## config.mk

```make
export PLATFORM = sky130hd
export DESIGN_NAME = nsdf_key_maximum_picker_core
export DESIGN_NICKNAME = d
export VERILOG_FILES = /design/src/rtl/nsdf_kmp_pkg.sv /design/src/rtl/nsdf_key_maximum_picker_core.sv
export SDC_FILE = /design/constraint.sdc
export NUM_CORES = 1
export LEC_CHECK = 0
export ABC_AREA = 0
export ABC_CLOCK_PERIOD_IN_PS = 4010
export BUFFER_PORTS_ARGS = -buffer_cell sky130_fd_sc_hd__buf_4
export CAP_MARGIN = 10
export CELL_PAD_IN_SITES_DETAIL_PLACEMENT = 1
export CELL_PAD_IN_SITES_GLOBAL_PLACEMENT = 2
export CORE_UTILIZATION = 40
export DETAILED_ROUTE_END_ITERATION = 8
export GPL_ROUTABILITY_DRIVEN = 1
export PLACE_DENSITY_LB_ADDON = 0.1
export SKIP_LAST_GASP = 1
export SYNTH_ARGS = -nofsm -noshare
export SYNTH_HDL_FRONTEND = slang
export SYNTH_SLANG_ARGS = --single-unit
```

## constraint.sdc

```tcl
create_clock -name clk_i -period 4.01 [get_ports clk_i]
set_input_delay 0.2005 -clock clk_i [delete_from_list [all_inputs] [get_ports clk_i]]
set_output_delay 0.2005 -clock clk_i [all_outputs]
set_load 0.01 [all_outputs]
```

## src/rtl/nsdf_kmp_pkg.sv

```systemverilog
// Package for the NSDF key-maximum picker: field widths, frame limits and
// the constants of the divide-by-three used for the leading-skip bound.
// No dependencies.
package nsdf_kmp_pkg;

  localparam int unsigned SampleW  = 16;
  localparam int unsigned PosW     = 12;
  localparam int unsigned LenW     = 13;
  localparam int unsigned MaxFrame = 4096;

  // floor(x / 3) = (x * Div3Mul) >> Div3Shift for every x below MaxFrame.
  localparam int unsigned Div3Mul   = 2731;
  localparam int unsigned Div3Shift = 13;

  typedef logic signed [SampleW-1:0] sample_t;
  typedef logic [PosW-1:0]           pos_t;
  typedef logic [LenW-1:0]           len_t;

endpackage

```

## src/rtl/nsdf_key_maximum_picker_core.sv

```systemverilog
// NSDF key-maximum picker: one correlation sample per item, picks the
// highest local maximum of each positive lobe and reports frame ends.
// Outputs are registered: a result is presented in the cycle after its sample's transfer.
// Throughput: one sample per cycle while the output is not stalled; the output register frees itself
// in the cycle its result is taken, so a stalled output holds one result.
// Reset clears the frame state and sets the frame length to MaxFrame.
module nsdf_key_maximum_picker_core (
  input  logic                      clk_i,
  input  logic                      rst_ni,
  input  logic                      in_valid_i,
  output logic                      in_ready_o,
  input  nsdf_kmp_pkg::sample_t     nsdf_value_i,
  output logic                      out_valid_o,
  input  logic                      out_ready_i,
  output logic                      peak_valid_o,
  output nsdf_kmp_pkg::pos_t        peak_position_o,
  output logic                      frame_done_o,
  input  logic                      cfg_valid_i,
  output logic                      cfg_ready_o,
  input  nsdf_kmp_pkg::len_t        frame_length_i
);

  typedef enum logic [1:0] {
    PhSkipPos,
    PhSkipNonPos,
    PhLobe
  } phase_e;

  localparam nsdf_kmp_pkg::len_t MaxLen = nsdf_kmp_pkg::LenW'(nsdf_kmp_pkg::MaxFrame);
  localparam nsdf_kmp_pkg::pos_t MaxLenM1 = nsdf_kmp_pkg::PosW'(nsdf_kmp_pkg::MaxFrame - 1);
  localparam nsdf_kmp_pkg::pos_t MaxThird =
    nsdf_kmp_pkg::PosW'((nsdf_kmp_pkg::MaxFrame - 1) / 3);
  localparam int unsigned ProdW = nsdf_kmp_pkg::Div3Shift + nsdf_kmp_pkg::PosW;

  phase_e                 phase_q, phase_d;
  nsdf_kmp_pkg::pos_t     idx_q, idx_d;
  nsdf_kmp_pkg::sample_t  prev_q, prev_d;
  nsdf_kmp_pkg::sample_t  prev2_q, prev2_d;
  nsdf_kmp_pkg::pos_t     best_pos_q, best_pos_d;
  nsdf_kmp_pkg::sample_t  best_val_q, best_val_d;

  nsdf_kmp_pkg::pos_t     len_m1_q;
  nsdf_kmp_pkg::pos_t     third_q;
  nsdf_kmp_pkg::len_t     cfg_len;
  nsdf_kmp_pkg::pos_t     cfg_len_m1;
  logic [ProdW-1:0]       cfg_prod;

  logic                   out_valid_q;
  logic                   peak_valid_q, frame_done_q;
  nsdf_kmp_pkg::pos_t     peak_pos_q;

  logic                   in_fire;
  logic                   emit;
  logic                   res_valid, res_done;
  nsdf_kmp_pkg::pos_t     res_pos;

  assign in_ready_o  = !out_valid_q || out_ready_i;
  assign in_fire     = in_valid_i && in_ready_o;
  assign cfg_ready_o = 1'b1;

  // Clamp the written length to 1..MaxFrame and derive the leading-skip bound.
  always_comb begin
    cfg_len = frame_length_i;
    if (cfg_len == '0) begin
      cfg_len = nsdf_kmp_pkg::LenW'(1);
    end else if (cfg_len > MaxLen) begin
      cfg_len = MaxLen;
    end
    cfg_len_m1 = nsdf_kmp_pkg::PosW'(cfg_len - nsdf_kmp_pkg::LenW'(1));
    cfg_prod   = ProdW'(cfg_len_m1) * ProdW'(nsdf_kmp_pkg::Div3Mul);
  end

  always_comb begin
    logic   last;
    logic   x_pos;
    phase_e ph;

    last       = (idx_q >= len_m1_q);
    x_pos      = (nsdf_value_i > 0);
    ph         = phase_q;
    best_pos_d = best_pos_q;
    best_val_d = best_val_q;
    emit       = 1'b0;
    res_valid  = 1'b0;
    res_pos    = '0;
    res_done   = 1'b0;

    if (ph == PhSkipPos) begin
      if (!((idx_q < third_q) && x_pos)) begin
        ph = PhSkipNonPos;
      end
    end

    if (ph == PhSkipNonPos) begin
      if (x_pos && (idx_q != '0) && !last) begin
        ph = PhLobe;
      end
    end else if (ph == PhLobe) begin
      // The previous sample is judged now that its right neighbor is known.
      if ((prev_q > prev2_q) && (prev_q >= nsdf_value_i) &&
          ((best_pos_d == '0) || (prev_q > best_val_d))) begin
        best_pos_d = idx_q - nsdf_kmp_pkg::PosW'(1);
        best_val_d = prev_q;
      end
      if (!last && !x_pos) begin
        if (best_pos_d != '0) begin
          emit      = 1'b1;
          res_valid = 1'b1;
          res_pos   = best_pos_d;
        end
        best_pos_d = '0;
        best_val_d = '0;
        ph         = PhSkipNonPos;
      end
    end

    if (last) begin
      emit       = 1'b1;
      res_valid  = (best_pos_d != '0);
      res_pos    = best_pos_d;
      res_done   = 1'b1;
      phase_d    = PhSkipPos;
      idx_d      = '0;
      prev_d     = '0;
      prev2_d    = '0;
      best_pos_d = '0;
      best_val_d = '0;
    end else begin
      phase_d = ph;
      idx_d   = idx_q + nsdf_kmp_pkg::PosW'(1);
      prev_d  = nsdf_value_i;
      prev2_d = prev_q;
    end
  end

  always_ff @(posedge clk_i or negedge rst_ni) begin
    if (!rst_ni) begin
      phase_q    <= PhSkipPos;
      idx_q      <= '0;
      prev_q     <= '0;
      prev2_q    <= '0;
      best_pos_q <= '0;
      best_val_q <= '0;
    end else if (in_fire) begin
      phase_q    <= phase_d;
      idx_q      <= idx_d;
      prev_q     <= prev_d;
      prev2_q    <= prev2_d;
      best_pos_q <= best_pos_d;
      best_val_q <= best_val_d;
    end
  end

  always_ff @(posedge clk_i or negedge rst_ni) begin
    if (!rst_ni) begin
      len_m1_q <= MaxLenM1;
      third_q  <= MaxThird;
    end else if (cfg_valid_i) begin
      len_m1_q <= cfg_len_m1;
      third_q  <= cfg_prod[nsdf_kmp_pkg::Div3Shift +: nsdf_kmp_pkg::PosW];
    end
  end

  always_ff @(posedge clk_i or negedge rst_ni) begin
    if (!rst_ni) begin
      out_valid_q <= 1'b0;
    end else if (in_fire) begin
      out_valid_q <= emit;
    end else if (out_ready_i) begin
      out_valid_q <= 1'b0;
    end
  end

  always_ff @(posedge clk_i) begin
    if (in_fire) begin
      peak_valid_q <= res_valid;
      peak_pos_q   <= res_pos;
      frame_done_q <= res_done;
    end
  end

  assign out_valid_o     = out_valid_q;
  assign peak_valid_o    = peak_valid_q;
  assign peak_position_o = peak_pos_q;
  assign frame_done_o    = frame_done_q;

endmodule
```

==> flow_summary.toml <==
[setup_path]
setup.worst_path.start_class = "input port"
crit_required_ns = 4.29
criticalPathCategory = "in2reg"
cp_max_fo = 5
rr_worst_depth = 11
r2r-end = "peak_valid_o$_DFFE_PP_"
crit_path_end_kind = "flip-flop"
r2r_setup_slack_ns = 0.24
r2r-start = "prev_q[15]$_DFFE_PN0P_"
arrival_ns = 5.99

[die]
dieArea_um2 = 24400
boundaryPins = 51
rows = 56
coreArea_um2 = 23400
chipWidth_um = 156
fp.dieH_um = 156
start_util = 0.407

[clocking]
numCtsBuffers = 9
htree_levels = 3
cts_sinks = 112
cts_tree = "yes"
clock_path_buffers = 2
clkSlewWorstSetupHoldPaths_ns = 0.08
clk_latency_ns = 0.36
root_buffer = "clkbuf_16"

[timing]
clock_skew_ns = 0.0117
timing.hold.ws_ns = 0.113
grt_setup_unrepaired = "true"
finalSetupViolations = 11
setup_tns_ns = -16.73
hold_violations = 0
maxSlewViolCount = 0
slew_headroom = 0.357
finalCriticalPeriod_ns = 5.72
fin_ws_ns = -1.71
worst_slew_pin_slew_ns = 0.951
fmax_mhz = 175
min_period_over_period = 1.43

[synthesis]
yosys_warnings = 0
syn-cell-area_um2 = 9530
synthCells = 1067
synth_async_sr_flop_share = 0.875
synth.distinct_cells = 65
ys_seq_area_frac = 0.304
ys.flop_type = "dfrtp_1"
synth_fp_nets = 1292
synth_area_per_cell_um2 = 8.93
synth_edf_count = 14
yosys_register_bits = 112

[global_route]
grt_usage = 0.227
antenna_found_initial = 0
grt_pass1_wl_mm = 43.4
grt_max_degree = 58
grt_overflow = 0
grt_pass1_vias = 8392

[place]
dp_hpwl_mm = 20.7
place_congestion = 0.846
dp.cells = 1514
port_buffers = 49
dp_worst_setup_slack_ns = -2.26

[layout]
drive_above_1_share = 0.218
n_antenna_cell = 0
n_fill_cell = 2781
num-nets-final = 1447
syn2layout_area_growth_pct = 23.5
layout_commonest_cell = "buf_4"
multiInputGateArea_um2 = 6260
final_cell_mix = "168 x buf_4, 148 x inv_1, 144 x ha_1"
final-seq-area_um2 = 2900
layout.cells.non_filler = 1546

[drt]
drcViolationCount = 0
drt_iter0_markers = 293
antenna_left = 0
vias = 8001
vias_per_cell = 5.18
drt-pass1-iter-count = 4
drt-total-wl_mm = 26.1
wl_per_cell_um = 16.9

[run_status]
violations = "setup timing"
outcome = "complete, but fails checks"

[power_and_ir_drop]
ir_drop_mv = 0.427
powerDensity_nw_per_um2 = 734
power_mw = 8.64
p_leak_nw = 5.79

[flow_run]
maxCapViolations = 0

[hold_path]
whs_endpoint = "out_valid_o$_DFFE_PN0P_"
min_path_cells = 3
hp-class = "in2reg"
holdCritStartpoint = "in_valid_i"
-- kinds of logic after synthesis --
family	after synthesis	share of synthesized area
xor gates and xnor gates	37	0.0340
AOI/OAI and AO/OA	227	0.150
buffers and inverters	185	0.0738
adders and majority gates	191	0.278
muxes	9	0.00972
other	1	0.000393
DFF	112	0.304
and+or+nand+nor	305	0.150
-- worst max-delay path by stage --
stage / cells after the start / to / startpoint
2_1_floorplan: 25 / third_q[3]$_DFFE_PN0P_ / frame_length_i[7]
3_3_place_gp: 24 / third_q[10]$_DFFE_PN1P_ / frame_length_i[9]
3_5_place_dp: 24 / third_q[10]$_DFFE_PN1P_ / frame_length_i[9]
4_1_cts: 25 / third_q[10]$_DFFE_PN1P_ / frame_length_i[3]
5_1_grt: 24 / third_q[10]$_DFFE_PN1P_ / frame_length_i[3]
6_report: 25 / third_q[10]$_DFFE_PN1P_ / frame_length_i[3]
-- cell usage after synthesis, types with 4 or more instances --
master / instances / area [um2]
ha_1: 156 / 1950
inv_1: 151 / 567
nand2_1: 130 / 488
dfrtp_1: 80 / 2000
o21ai_0: 66 / 330
nor2_1: 63 / 236
a21oi_1: 53 / 265
fa_1: 35 / 701
xnor2_1: 26 / 228
clkbuf_1: 24 / 90.1
o22ai_1: 21 / 131
dfstp_2: 18 / 473
o31ai_1: 18 / 135
nand3_1: 16 / 80.1
nor3_1: 16 / 80.1
edfxtp_1: 14 / 420
nand4_1: 12 / 75.1
a21o_1: 11 / 82.6
nand2b_1: 11 / 68.8
xor2_1: 11 / 96.3
a211oi_1: 9 / 67.6
a22o_1: 9 / 78.8
and3_1: 9 / 56.3
nor2b_1: 9 / 56.3
nor4_1: 8 / 50.1
mux2i_1: 7 / 70.1
or4_1: 6 / 45.0
and2_1: 5 / 31.3
or3_1: 5 / 31.3
a31oi_1: 4 / 25.0
buf_2: 4 / 20.0
o21a_1: 4 / 30.0
-- power by group --
part,switching (mW),internal (mW),total (mW)
Combinational,3.07,2.97,6.04
Clock,0.432,0.422,0.854
Sequential,0.218,1.52,1.74
Total,3.72,4.91,8.64
-- registers in the layout (all words and copies together), names as in the netlist --
name / flops
frame_done_o: 1
idx_q: 12
prev_q: 16
peak_valid_o: 1
third_q: 11
best_val_q: 16
len_m1_q: 12
best_pos_q: 12
out_valid_o: 1
peak_position_o: 12
phase_q: 2
prev2_q: 16
-- timing repair --
action | CTS | global route
hold endpoints to repair | 32 | 0
resized for setup | 22 | 1
buffers inserted | 12 | 3
hold buffers | 1 | 0
pin swaps | 33 | 4
endpoints found under the setup margin | 11 | 11
-- layout make-up --
cell class,count,area share
tap,319,0.0339
timing repair buffer,176,0.117
inverter,153,0.0488
clock buffer,11,0.0198
multi-input combinational,770,0.532
sequential,112,0.246
clock inverter,5,0.00287
-- through the flow --
| step | util | cell area, um2 |
|---|---|---|
| 3_3_place_gp | 0.482 | 11300 |
| 6_report | 0.503 | 11800 |
| 3_5_place_dp | 0.482 | 11300 |
| 2_1_floorplan | - | 9790 |
| 4_1_cts | 0.502 | 11700 |
| 5_1_grt | 0.503 | 11800 |
-- layer usage --
layer  routed length (um)  vias up  global-route usage
met5                    0        -                   0
met1                12000     3896               0.287
li1                     -     3981                   -
met2                13100       93               0.408
met4                  546        0              0.0682
met3                  531       31              0.0219
-- worst max-delay path, cell delays in order --
cell	delay, ns
buf_6	0.09
or4_4	0.51
or4_4	0.53
nor2_4	0.13
o21ai_4	0.08
ha_4	0.20
buf_12	0.14
xnor2_4	0.23
ha_4	0.25
ha_4	0.16
fa_1	0.49
inv_1	0.05
fa_1	0.48
inv_1	0.05
fa_1	0.43
ha_1	0.32
a21o_1	0.16
a221o_1	0.35
a31o_4	0.28
a21oi_4	0.17
o21ai_2	0.09
a21bo_2	0.24
a21oi_2	0.14
xnor2_1	0.12
mux2i_1	0.09
(Power assumes the default switching activity.)
